[src/sv/hcm_pkg.sv]
// ----------------------------------------------------------------------------
// hcm_pkg: shared types and constants of the heat-map color mapper
// Opcodes, payload structs and the controller/datapath command bundle.
// ----------------------------------------------------------------------------
package hcm_pkg;

    localparam logic [1:0] OP_CLEAR = 2'd0;
    localparam logic [1:0] OP_SCAN  = 2'd1;
    localparam logic [1:0] OP_MAP   = 2'd2;

    localparam logic [2:0] REG_FIXED_LIMITS = 3'd0;
    localparam logic [2:0] REG_LOG_SCALE    = 3'd1;
    localparam logic [2:0] REG_CENTER_ZERO  = 3'd2;
    localparam logic [2:0] REG_LIMIT_LOW    = 3'd3;
    localparam logic [2:0] REG_LIMIT_HIGH   = 3'd4;

    // Significant bits of the sample field; the rest is sign extension.
    localparam int SAMPLE_BITS = 32;
    localparam int LOG_FRAC = 8;
    localparam logic [7:0] GRAY = 8'd127;

    typedef struct packed {
        logic [1:0]  opcode;
        logic [31:0] sample;
    } in_item_t;

    typedef struct packed {
        logic [7:0] red;
        logic [7:0] green;
        logic [7:0] blue;
    } out_item_t;

    // Commands from the controller to the datapath.
    typedef struct packed {
        logic clear;     // empty the running limits
        logic scan;      // fold the held sample into the limits
        logic prep;      // first map step: limits and special cases
        logic logs;      // compute Mitchell logs
        logic setup;     // form numerator and denominator
        logic div_step;  // one quotient bit
        logic finish;    // ramp and write result
    } dp_cmd_t;

    typedef struct packed {
        logic special;   // special case found, result already formed
        logic logm;      // log path needed
    } dp_sts_t;

endpackage

[src/sv/hcm_ctrl.sv]
// ----------------------------------------------------------------------------
// hcm_ctrl: sequencer of the heat-map color mapper
// Steps one item at a time through decode, log, setup, division and output.
// ----------------------------------------------------------------------------
module hcm_ctrl #(
    parameter int FRACTION_BITS = 10
) (
    input  logic              clk,
    input  logic              rst_n,
    input  logic              in_take,
    input  logic [1:0]        in_opcode,
    input  logic              out_free,
    input  hcm_pkg::dp_sts_t  sts,
    output hcm_pkg::dp_cmd_t  cmd,
    output logic              busy,
    output logic              res_load
);

    localparam logic [2:0] S_IDLE  = 3'd0;
    localparam logic [2:0] S_PREP  = 3'd1;
    localparam logic [2:0] S_LOGS  = 3'd2;
    localparam logic [2:0] S_SETUP = 3'd3;
    localparam logic [2:0] S_DIV   = 3'd4;
    localparam logic [2:0] S_FIN   = 3'd5;
    localparam int CW = $clog2(FRACTION_BITS + 1);

    logic [2:0]    state_reg, state_next;
    logic [CW-1:0] cnt_reg, cnt_next;
    // The scan command acts in the cycle after acceptance, on the held sample.
    logic          scan_reg;

    always_comb
    begin
        state_next = state_reg;
        cnt_next   = cnt_reg;
        cmd        = '0;
        res_load   = 1'b0;
        cmd.scan   = scan_reg;
        unique case (state_reg)
            S_IDLE:
            begin
                if (in_take)
                begin
                    cmd.clear = (in_opcode == hcm_pkg::OP_CLEAR);
                    if (in_opcode == hcm_pkg::OP_MAP)
                        state_next = S_PREP;
                end
            end
            S_PREP:
            begin
                cmd.prep = 1'b1;
                state_next = S_LOGS;
            end
            S_LOGS:
            begin
                if (sts.special)
                    state_next = S_FIN;
                else
                begin
                    cmd.logs = sts.logm;
                    state_next = S_SETUP;
                end
            end
            S_SETUP:
            begin
                cmd.setup = 1'b1;
                cnt_next = '0;
                state_next = S_DIV;
            end
            S_DIV:
            begin
                cmd.div_step = 1'b1;
                cnt_next = cnt_reg + 1'b1;
                if (cnt_reg == CW'(FRACTION_BITS - 1))
                    state_next = S_FIN;
            end
            S_FIN:
            begin
                if (out_free)
                begin
                    cmd.finish = 1'b1;
                    res_load = 1'b1;
                    state_next = S_IDLE;
                end
            end
            default: state_next = S_IDLE;
        endcase
    end

    always_ff @(posedge clk or negedge rst_n)
    begin
        if (!rst_n)
        begin
            state_reg <= S_IDLE;
            cnt_reg   <= '0;
            scan_reg  <= 1'b0;
        end
        else
        begin
            state_reg <= state_next;
            cnt_reg   <= cnt_next;
            scan_reg  <= in_take && (in_opcode == hcm_pkg::OP_SCAN) && state_reg == S_IDLE;
        end
    end

    assign busy = (state_reg != S_IDLE) || scan_reg;

    // Division runs exactly FRACTION_BITS steps.
    assert property (@(posedge clk) disable iff (!rst_n)
        (state_reg == S_DIV && state_next == S_FIN) |-> cnt_reg == CW'(FRACTION_BITS - 1))
        else $error("division step count wrong");
    assert property (@(posedge clk) disable iff (!rst_n)
        res_load |-> state_reg == S_FIN)
        else $error("result loaded outside finish");
    assert property (@(posedge clk) disable iff (!rst_n)
        scan_reg |-> $past(state_reg) == S_IDLE)
        else $error("scan issued while busy");

endmodule

[src/sv/hcm_dp.sv]
// ----------------------------------------------------------------------------
// hcm_dp: datapath of the heat-map color mapper
// Running limits, Mitchell logs, bit-serial fraction division and ramp.
// ----------------------------------------------------------------------------
module hcm_dp #(
    parameter int FRACTION_BITS = 10
) (
    input  logic                 clk,
    input  logic                 rst_n,
    input  hcm_pkg::dp_cmd_t     cmd,
    input  logic [31:0]          sample,
    input  logic                 load,
    input  logic                 fixed_limits,
    input  logic                 log_scale,
    input  logic                 center_zero,
    input  logic signed [31:0]   limit_low,
    input  logic signed [31:0]   limit_high,
    output hcm_pkg::dp_sts_t     sts,
    output hcm_pkg::out_item_t   result
);

    localparam int FS = 1 << FRACTION_BITS;
    localparam int Q  = FS / 4;
    localparam int WW = 36;   // numerator and denominator width
    localparam int LW = 14;   // log width: 6 integer + 8 fraction bits

    logic signed [31:0] x_reg, lo_run_reg, hi_run_reg;
    logic               seen_reg;
    logic signed [31:0] x_ext;
    assign x_ext = 32'(signed'(sample[hcm_pkg::SAMPLE_BITS-1:0]));

    // Sample holder, loaded at acceptance.
    always_ff @(posedge clk)
    begin
        if (load)
            x_reg <= x_ext;
    end

    always_ff @(posedge clk or negedge rst_n)
    begin
        if (!rst_n)
        begin
            lo_run_reg <= '0;
            hi_run_reg <= '0;
            seen_reg   <= 1'b0;
        end
        else if (cmd.clear)
        begin
            lo_run_reg <= '0;
            hi_run_reg <= '0;
            seen_reg   <= 1'b0;
        end
        else if (cmd.scan && !(log_scale && x_reg <= 0))
        begin
            if (!seen_reg || x_reg < lo_run_reg)
                lo_run_reg <= x_reg;
            if (!seen_reg || x_reg > hi_run_reg)
                hi_run_reg <= x_reg;
            seen_reg <= 1'b1;
        end
    end

    // Prep step: choose limits and resolve the special cases.
    logic signed [31:0] lo_reg, hi_reg, lo_c, hi_c;
    logic               special_reg, logm_reg;
    hcm_pkg::out_item_t spec_reg;

    always_comb
    begin
        lo_c = fixed_limits ? limit_low  : lo_run_reg;
        hi_c = fixed_limits ? limit_high : hi_run_reg;
        if (log_scale)
        begin
            if (lo_c < 1)
                lo_c = 32'sd1;
            if (hi_c < 1)
                hi_c = 32'sd1;
        end
    end

    always_ff @(posedge clk)
    begin
        if (cmd.prep)
        begin
            lo_reg   <= lo_c;
            hi_reg   <= hi_c;
            logm_reg <= log_scale;
            special_reg <= 1'b1;
            if (!fixed_limits && !seen_reg)
                spec_reg <= '{hcm_pkg::GRAY, hcm_pkg::GRAY, hcm_pkg::GRAY};
            else if (lo_c == hi_c)
                spec_reg <= '{hcm_pkg::GRAY, hcm_pkg::GRAY, hcm_pkg::GRAY};
            else if ((fixed_limits || log_scale) && x_reg < lo_c)
                spec_reg <= '{8'd0, 8'd0, 8'd0};
            else if (fixed_limits && x_reg > hi_c)
                spec_reg <= '{8'd255, 8'd255, 8'd255};
            else
                special_reg <= 1'b0;
        end
    end

    assign sts.special = special_reg;
    assign sts.logm    = logm_reg;

    // Mitchell log2 of a positive 32-bit value.
    function automatic logic [LW-1:0] mlog2(input logic [31:0] v);
        logic [4:0]  k;
        logic [31:0] m;
        logic [7:0]  fr;
        k = '0;
        for (int i = 0; i < 32; i++)
            if (v[i])
                k = 5'(i);
        m = v & ~(32'd1 << k);
        if (k >= 5'd8)
            fr = 8'(m >> (k - 5'd8));
        else
            fr = 8'(m << (5'd8 - k));
        return {1'b0, k, fr};
    endfunction

    logic [LW-1:0] lx_reg, llo_reg, lhi_reg;
    always_ff @(posedge clk)
    begin
        if (cmd.logs)
        begin
            lx_reg  <= mlog2(x_reg);
            llo_reg <= mlog2(lo_reg);
            lhi_reg <= mlog2(hi_reg);
        end
    end

    // Setup: numerator and denominator, then early saturation.
    logic signed [WW-1:0] num_c, den_c, a_c, b_c;
    always_comb
    begin
        a_c = lo_reg < 0 ? -WW'(lo_reg) : WW'(lo_reg);
        b_c = hi_reg < 0 ? -WW'(hi_reg) : WW'(hi_reg);
        if (b_c > a_c)
            a_c = b_c;
        if (logm_reg)
        begin
            num_c = WW'(signed'({1'b0, lx_reg})) - WW'(signed'({1'b0, llo_reg}));
            den_c = WW'(signed'({1'b0, lhi_reg})) - WW'(signed'({1'b0, llo_reg}));
        end
        else if (!fixed_limits && center_zero)
        begin
            num_c = WW'(x_reg) + a_c;
            den_c = a_c <<< 1;
        end
        else
        begin
            num_c = WW'(x_reg) - WW'(lo_reg);
            den_c = WW'(hi_reg) - WW'(lo_reg);
        end
    end

    logic [WW-1:0]            rem_reg, d_reg;
    logic [FRACTION_BITS-1:0] q_reg;
    logic                     sat0_reg, satf_reg;
    logic [WW:0]              rem2;
    assign rem2 = {rem_reg, 1'b0};

    always_ff @(posedge clk)
    begin
        if (cmd.setup)
        begin
            sat0_reg <= num_c <= 0;
            satf_reg <= num_c > 0 && num_c >= den_c;
            rem_reg  <= num_c;
            d_reg    <= den_c;
            q_reg    <= '0;
        end
        else if (cmd.div_step)
        begin
            if (rem2 >= {1'b0, d_reg})
            begin
                rem_reg <= WW'(rem2 - {1'b0, d_reg});
                q_reg   <= {q_reg[FRACTION_BITS-2:0], 1'b1};
            end
            else
            begin
                rem_reg <= WW'(rem2);
                q_reg   <= {q_reg[FRACTION_BITS-2:0], 1'b0};
            end
        end
    end

    // Ramp and segment select.
    logic [FRACTION_BITS:0] f, t;
    logic [FRACTION_BITS+10:0] prod;
    logic [7:0] rv;
    hcm_pkg::out_item_t col;
    always_comb
    begin
        if (sat0_reg)
            f = '0;
        else if (satf_reg)
            f = (FRACTION_BITS+1)'(FS);
        else
            f = {1'b0, q_reg};
        if (f < (FRACTION_BITS+1)'(Q))
            t = f;
        else if (f < (FRACTION_BITS+1)'(2*Q))
            t = (FRACTION_BITS+1)'(2*Q) - f;
        else if (f < (FRACTION_BITS+1)'(3*Q))
            t = f - (FRACTION_BITS+1)'(2*Q);
        else
            t = (FRACTION_BITS+1)'(FS) - f;
        prod = (FRACTION_BITS+11)'(t) * (FRACTION_BITS+11)'(1020)
             + (FRACTION_BITS+11)'(FS/2);
        rv = 8'(prod >> FRACTION_BITS);
        if (f < (FRACTION_BITS+1)'(Q))
            col = '{8'd0, rv, 8'd255};
        else if (f < (FRACTION_BITS+1)'(2*Q))
            col = '{8'd0, 8'd255, rv};
        else if (f < (FRACTION_BITS+1)'(3*Q))
            col = '{rv, 8'd255, 8'd0};
        else
            col = '{8'd255, rv, 8'd0};
    end

    always_ff @(posedge clk)
    begin
        if (cmd.finish)
            result <= special_reg ? spec_reg : col;
    end

    assert property (@(posedge clk) disable iff (!rst_n)
        seen_reg && $past(cmd.clear) |-> 1'b0 || !seen_reg)
        else $error("clear left limits valid");
    assert property (@(posedge clk) disable iff (!rst_n)
        seen_reg |-> lo_run_reg <= hi_run_reg)
        else $error("running limits inverted");
    // Saturated fractions ignore the quotient, so their remainder is not bounded.
    assert property (@(posedge clk) disable iff (!rst_n)
        (cmd.div_step && !sat0_reg && !satf_reg) |-> rem_reg < d_reg)
        else $error("division remainder out of range");

endmodule

[src/sv/heatmap_color_mapper_unit.sv]
// ----------------------------------------------------------------------------
// heatmap_color_mapper_unit: scalar to heat-map RGB mapper
// Tracks running limits and maps samples onto a blue to red color ramp.
// ----------------------------------------------------------------------------
// Channel | Direction | Handshake         | Payload
// in      | input     | in_valid/in_stall | opcode, sample
// out     | output    | out_valid/out_stall | red, green, blue
// cfg     | input     | cfg_valid/cfg_ready | cfg_index, cfg_data
//
// A map transaction steps through prep, logs, setup, the bit-serial quotient
// loop and the final step; special cases go from logs straight to the final step.
// Reset clears the running limits and all configuration to zero.
// The result register holds a finished color while the next item is taken;
// a stalled output holds the sequencer in its final step.
// ----------------------------------------------------------------------------
module heatmap_color_mapper_unit #(
    parameter int FRACTION_BITS = 10
) (
    input  logic               clk,
    input  logic               rst_n,
    input  logic               in_valid,
    output logic               in_stall,
    input  hcm_pkg::in_item_t  in_data,
    output logic               out_valid,
    input  logic               out_stall,
    output hcm_pkg::out_item_t out_data,
    input  logic               cfg_valid,
    output logic               cfg_ready,
    input  logic [2:0]         cfg_index,
    input  logic [31:0]        cfg_data
);

    logic fixed_reg, log_reg, cz_reg;
    logic signed [31:0] llo_reg, lhi_reg;

    always_ff @(posedge clk or negedge rst_n)
    begin
        if (!rst_n)
        begin
            fixed_reg <= 1'b0;
            log_reg   <= 1'b0;
            cz_reg    <= 1'b0;
            llo_reg   <= '0;
            lhi_reg   <= '0;
        end
        else if (cfg_valid)
        begin
            unique case (cfg_index)
                hcm_pkg::REG_FIXED_LIMITS: fixed_reg <= cfg_data[0];
                hcm_pkg::REG_LOG_SCALE:    log_reg   <= cfg_data[0];
                hcm_pkg::REG_CENTER_ZERO:  cz_reg    <= cfg_data[0];
                hcm_pkg::REG_LIMIT_LOW:    llo_reg   <= cfg_data;
                hcm_pkg::REG_LIMIT_HIGH:   lhi_reg   <= cfg_data;
                default: ;
            endcase
        end
    end
    assign cfg_ready = 1'b1;

    hcm_pkg::dp_cmd_t cmd;
    hcm_pkg::dp_sts_t sts;
    logic busy, res_load, in_take, out_free, ovalid_reg;

    assign in_stall = busy;
    assign in_take  = in_valid && !busy;
    assign out_free = !ovalid_reg || !out_stall;

    hcm_ctrl #(.FRACTION_BITS(FRACTION_BITS)) u_ctrl (
        .clk(clk), .rst_n(rst_n), .in_take(in_take), .in_opcode(in_data.opcode),
        .out_free(out_free), .sts(sts), .cmd(cmd), .busy(busy), .res_load(res_load)
    );

    hcm_dp #(.FRACTION_BITS(FRACTION_BITS)) u_dp (
        .clk(clk), .rst_n(rst_n), .cmd(cmd), .sample(in_data.sample),
        .load(in_take), .fixed_limits(fixed_reg), .log_scale(log_reg),
        .center_zero(cz_reg), .limit_low(llo_reg), .limit_high(lhi_reg),
        .sts(sts), .result(out_data)
    );

    always_ff @(posedge clk or negedge rst_n)
    begin
        if (!rst_n)
            ovalid_reg <= 1'b0;
        else if (res_load)
            ovalid_reg <= 1'b1;
        else if (!out_stall)
            ovalid_reg <= 1'b0;
    end
    assign out_valid = ovalid_reg;

    assert property (@(posedge clk) disable iff (!rst_n)
        (out_valid && out_stall) |-> !res_load)
        else $error("result overwritten while stalled");
    assert property (@(posedge clk) disable iff (!rst_n)
        res_load |=> out_valid)
        else $error("result not presented");
    assert property (@(posedge clk) disable iff (!rst_n)
        in_take |-> !busy)
        else $error("item taken while busy");

endmodule
[config.mk]
export PLATFORM = sky130hd
export DESIGN_NAME = heatmap_color_mapper_unit
export DESIGN_NICKNAME = d
export VERILOG_FILES = /design/src/sv/hcm_pkg.sv /design/src/sv/hcm_ctrl.sv /design/src/sv/hcm_dp.sv /design/src/sv/heatmap_color_mapper_unit.sv
export SDC_FILE = /design/constraint.sdc
export NUM_CORES = 2
export LEC_CHECK = 0
export ABC_AREA = 1
export BUFFER_PORTS_ARGS = -buffer_cell sky130_fd_sc_hd__buf_2
export CORE_MARGIN = 10
export CORE_UTILIZATION = 44
export DETAILED_ROUTE_END_ITERATION = 6
export SLEW_MARGIN = 20
export SYNTH_ARGS = -nofsm -noshare
export SYNTH_HDL_FRONTEND = slang
export SYNTH_SLANG_ARGS = --single-unit
[constraint.sdc]
create_clock -name clk -period 15.3 [get_ports clk]
set_clock_uncertainty 0.15 [all_clocks]
set_input_delay 0 -clock clk [delete_from_list [all_inputs] [get_ports clk]]
set_output_delay 0 -clock clk [all_outputs]
set_load 0.1 [all_outputs]
==> flow_summary.rst <==
.. list-table::
   :header-rows: 1

   * - Metric
     - Value
   * - Min-Delay Startpoint
     - cfg_data[17]
   * - Drt first pass iters
     - 7
   * - Share of Yosys cell area claimed by the top area cell type
     - between 10% and 20%
   * - Remaining global-route overflow
     - 0
   * - Commonest non-fill, non-tap cell in the layout
     - nand2_1
   * - Buffers on Ports
     - 99
   * - Sequential cell area fraction in the yosys report
     - between 20 and 30%
   * - Final cell count without fillers
     - 7104
   * - Routed wire length
     - 143400 um
   * - Number of synthesized register bits
     - roughly 390
   * - Area occupied by multi-input gates
     - 0.02468 mm2
   * - CTS H-tree lvls
     - 2
   * - Worst flop-to-flop path startpoint
     - u_dp.hi_reg[1]$_DFFE_PP_
   * - Critical Path Most Common Cell
     - nand2_1
   * - Number of filler instances in the final layout
     - around 9000
   * - Worst Path Max Fanout
     - 51
   * - Timing-limited maximum frequency
     - about 0.10 GHz
   * - CP required
     - around 15 ns
   * - Starting density of the core
     - 44.44%
   * - Largest stage delay on the critical path
     - 0.76 ns
   * - Final GP Congestion
     - approximately 1
   * - # rows
     - 109
   * - Post-Synthesis Cells
     - between 5000 and 6000
   * - Core box area
     - between 0.08 and 0.09 mm2
   * - Leakage power
     - around 0.022 uW
   * - Clock-pin slew on the worst setup and hold paths
     - approximately 0.060 ns
   * - Critical Path Slowest Stage Cell
     - inv_2
   * - Failing checks
     - design-rule violations
   * - Async set-reset flop share out of synthesis
     - 36.34%
   * - IO Count
     - between 100 and 150
   * - Distinct cells, synth
     - 72
   * - Final Cell Area
     - 0.04410 mm2
   * - Post-CTS resize count
     - 0
   * - Antenna-violating nets left
     - 0
   * - Die outline area
     - roughly 0.10 mm2
   * - Reported net switching power
     - 5081 uW
   * - Clock buffers created by TritonCTS
     - 47
   * - Die width
     - 319.2 um
   * - Relative contribution of sequential cells to total power
     - 19.5%
   * - Maximum clock path buffer count
     - 3
   * - Number of flops mapped to enable cells by yosys
     - between 200 and 250
   * - Detail Route met2 WL
     - between 60000 and 70000 um
   * - Proportion of power drawn by the clock network
     - around 12%
   * - Drt wl/cell
     - between 20 and 25 um
   * - Run status
     - complete, but fails checks
   * - Number of antenna violations at the first check in global routing
     - 2
   * - Endpoint arrival time on the critical path
     - about 10 ns
   * - Number of buffers added for setup after CTS
     - 0
   * - HP Class
     - in -> reg
   * - Startpoint type of the worst setup path
     - register
   * - Vias in the first global route
     - around 36000
   * - CTS tree
     - yes
   * - Setup violation total in the final timing report
     - 0
   * - Top area cells in the synthesized netlist
     - edfxtp_1, nand2_1, ha_1, dfrtp_1, inv_1
   * - HPWL reported at the end of detailed placement
     - around 110000 um
   * - Met1 layer wirelength in the final routing
     - 63570 um
   * - Post-layout utilization of the core
     - between 40% and 50%
   * - Synth warnings
     - 0
   * - Post-placement cell area
     - 0.04124 mm2
   * - CP Launch Point
     - u_dp.hi_reg[1]$_DFFE_PP_
   * - Number of hold violations in the final report
     - 0
   * - Largest net degree at the start of global routing
     - 79
   * - Via-per-instance ratio
     - between 5 and 6
   * - Worst slew margin relative to its limit
     - about a quarter
   * - Internal power contribution
     - 4456 uW
   * - Count of vias placed by the detailed router
     - 39141
   * - Most frequent cells in the layout
     - nand2_1, inv_1, o21ai_0
   * - Met3 Routed Length
     - about 10000 um
   * - Die Height
     - 319.2 um
   * - Final Net Count
     - roughly 6400
   * - Fraction of final layout cells sized beyond drive strength 1
     - roughly 5.6%
   * - Post-layout min period
     - 9.856 ns
   * - All-Layer GR Usage
     - a little over a quarter
   * - Fraction of power consumed by combinational cells
     - 68.1%
   * - Worst ir drop on vdd
     - between 0.2 and 0.3 mV
   * - P per Cell Area
     - 216.3 mW/mm2
   * - Mean area per synthesized cell
     - 6.885 um2
   * - Cell count after placement
     - 6894
   * - Slew at the pin closest to its max-slew limit
     - around 1.1 ns
   * - Critical path capture point type
     - register
   * - Cell Area, Synth
     - around 0.039 mm2
   * - CTS sink count
     - ~390
   * - Post-synthesis cell type with the largest combined area
     - edfxtp_1
   * - Share of the clock period used by the worst path after layout
     - around 64%
   * - Dominant synthesized flop cell
     - edfxtp_1
   * - Wire length of the first global-routing pass
     - 216300 um
   * - Layout Area Growth over Synthesis
     - 11.94%
   * - Worst Path Class, Setup
     - reg -> reg
   * - Total area of sequential cells
     - between 0.01 and 0.015 mm2
   * - Clock latency of the later-clocked register in the worst-skew pair
     - 0.62 ns
   * - Highest metal layer with signal wires
     - met4
   * - Reported max-cap violation count
     - 0
   * - Clk Tree Root Cell
     - clkbuf_16
   * - Post-Route Setup TNS
     - 0 ns
   * - Sw Share
     - a little over half
   * - Max Transition Viols Final
     - 0
   * - Worst slack on hold paths
     - 0.04993 ns
   * - Number of design rule violations left after detail routing
     - 25
   * - Violation count after the first detailed-route iteration
     - roughly 3800
   * - Setup repair after global routing missed its margin
     - no
-- stage by stage --
stage / setup slack, ns / total power (uW)
after global routing: 4.397 / 10440
after CTS: 5.571 / 9457
after global placement: 5.811 / 8158
after detailed placement: 5.622 / 8198
after floorplan: 7.604 / 6362
final: 5.444 / 9536
-- worst paths after layout --
path | endpoint | slack [ns] | cells after the start
max | u_dp.satf_reg$_DFFE_PP_ | 5.44 | 58
min | lhi_reg[17]$_DFFE_PN0P_ | 0.05 | 4
max reg2reg | u_dp.satf_reg$_DFFE_PP_ | 5.44 | 58
min reg2reg | lhi_reg[30]$_DFFE_PN0P_ | 0.33 | 2
max in group asynchronous | u_dp.hi_run_reg[1]$_DFFE_PN0P_ | 13.72 | 4
min in group asynchronous | u_dp.hi_run_reg[16]$_DFFE_PN0P_ | 0.34 | 4
-- worst max-delay path: cells and delay by family (launching register included) --
| family | cells | cell delay, ns |
|---|---|---|
| adder cells (fa/ha/maj) | 4 | 1.10 |
| AO/OA/AOI/OAI | 22 | 3.89 |
| XOR/XNOR | 2 | 0.35 |
| AND/OR/NAND/NOR | 23 | 2.40 |
| buffers and inverters | 7 | 1.22 |
| flip-flops | 1 | 0.47 |
-- synthesized netlist by cell type (6+ instances only) --
| cell type | n |
|---|---|
| o21ai_2 | 10 |
| o211ai_1 | 41 |
| nor3_1 | 45 |
| nand3_1 | 380 |
| ha_1 | 413 |
| a31oi_1 | 22 |
| nor4_1 | 27 |
| nand4_1 | 52 |
| o22ai_1 | 26 |
| nor2_1 | 472 |
| o2111ai_1 | 8 |
| nand3b_1 | 18 |
| a22oi_1 | 10 |
| o221ai_1 | 15 |
| or2_2 | 42 |
| edfxtp_1 | 237 |
| o21ai_0 | 544 |
| xnor2_1 | 47 |
| nand2_1 | 1408 |
| buf_1 | 14 |
| a21boi_1 | 10 |
| inv_1 | 862 |
| buf_2 | 17 |
| clkbuf_1 | 122 |
| fa_1 | 50 |
| clkinv_1 | 9 |
| a21boi_0 | 6 |
| o31ai_1 | 16 |
| o21bai_1 | 11 |
| xor2_1 | 120 |
| a21o_1 | 13 |
| a211oi_1 | 14 |
| inv_2 | 12 |
| o21ai_1 | 39 |
| o21a_1 | 17 |
| dfrtp_1 | 141 |
| dfxtp_1 | 10 |
| a21oi_1 | 343 |
-- power groups by stage --
stage                     clock network [uW]  logic (uW)  registers (uW)
after floorplan                            0        4560            1800
final                                   1180        6500            1860
after detailed placement                   0        6330            1870
after CTS                               1200        6410            1850
after global placement                     0        6300            1860
after global routing                    1230        7330            1880
-- metal layers --
layer | up-vias | GRT usage (%)
met5 | - | 0
met4 | 0 | 11.06
met3 | 272 | 2.964
met2 | 1464 | 42.95
met1 | 18093 | 37.13
li1 | 19312 | -
-- cell type report --
type	count	area share, %
repair buffers	280	4.951
inverters	883	7.516
multi-input cells	4300	55.97
well taps	1165	3.306
diodes	3	0.01702
clock inverters	18	0.5959
clock buffers	67	3.045
flip-flops and latches	388	24.59
-- logic make-up after synthesis --
logic type,Yosys count,share of synthesized area (%)
flops,388,27.53
buf+inv,1043,10.08
xor+xnor,168,3.754
other cells,2,0.01907
compound gates,1172,16.54
simple gates,2482,26.33
fa+ha+maj,463,15.66
mux,3,0.07941
-- timing repair --
item | CTS | global route
hold buffers | 122 | 0
endpoints found under the setup margin | 0 | 0
hold endpoints to repair | 224 | 0
Power figures use the tool's default switching activity.
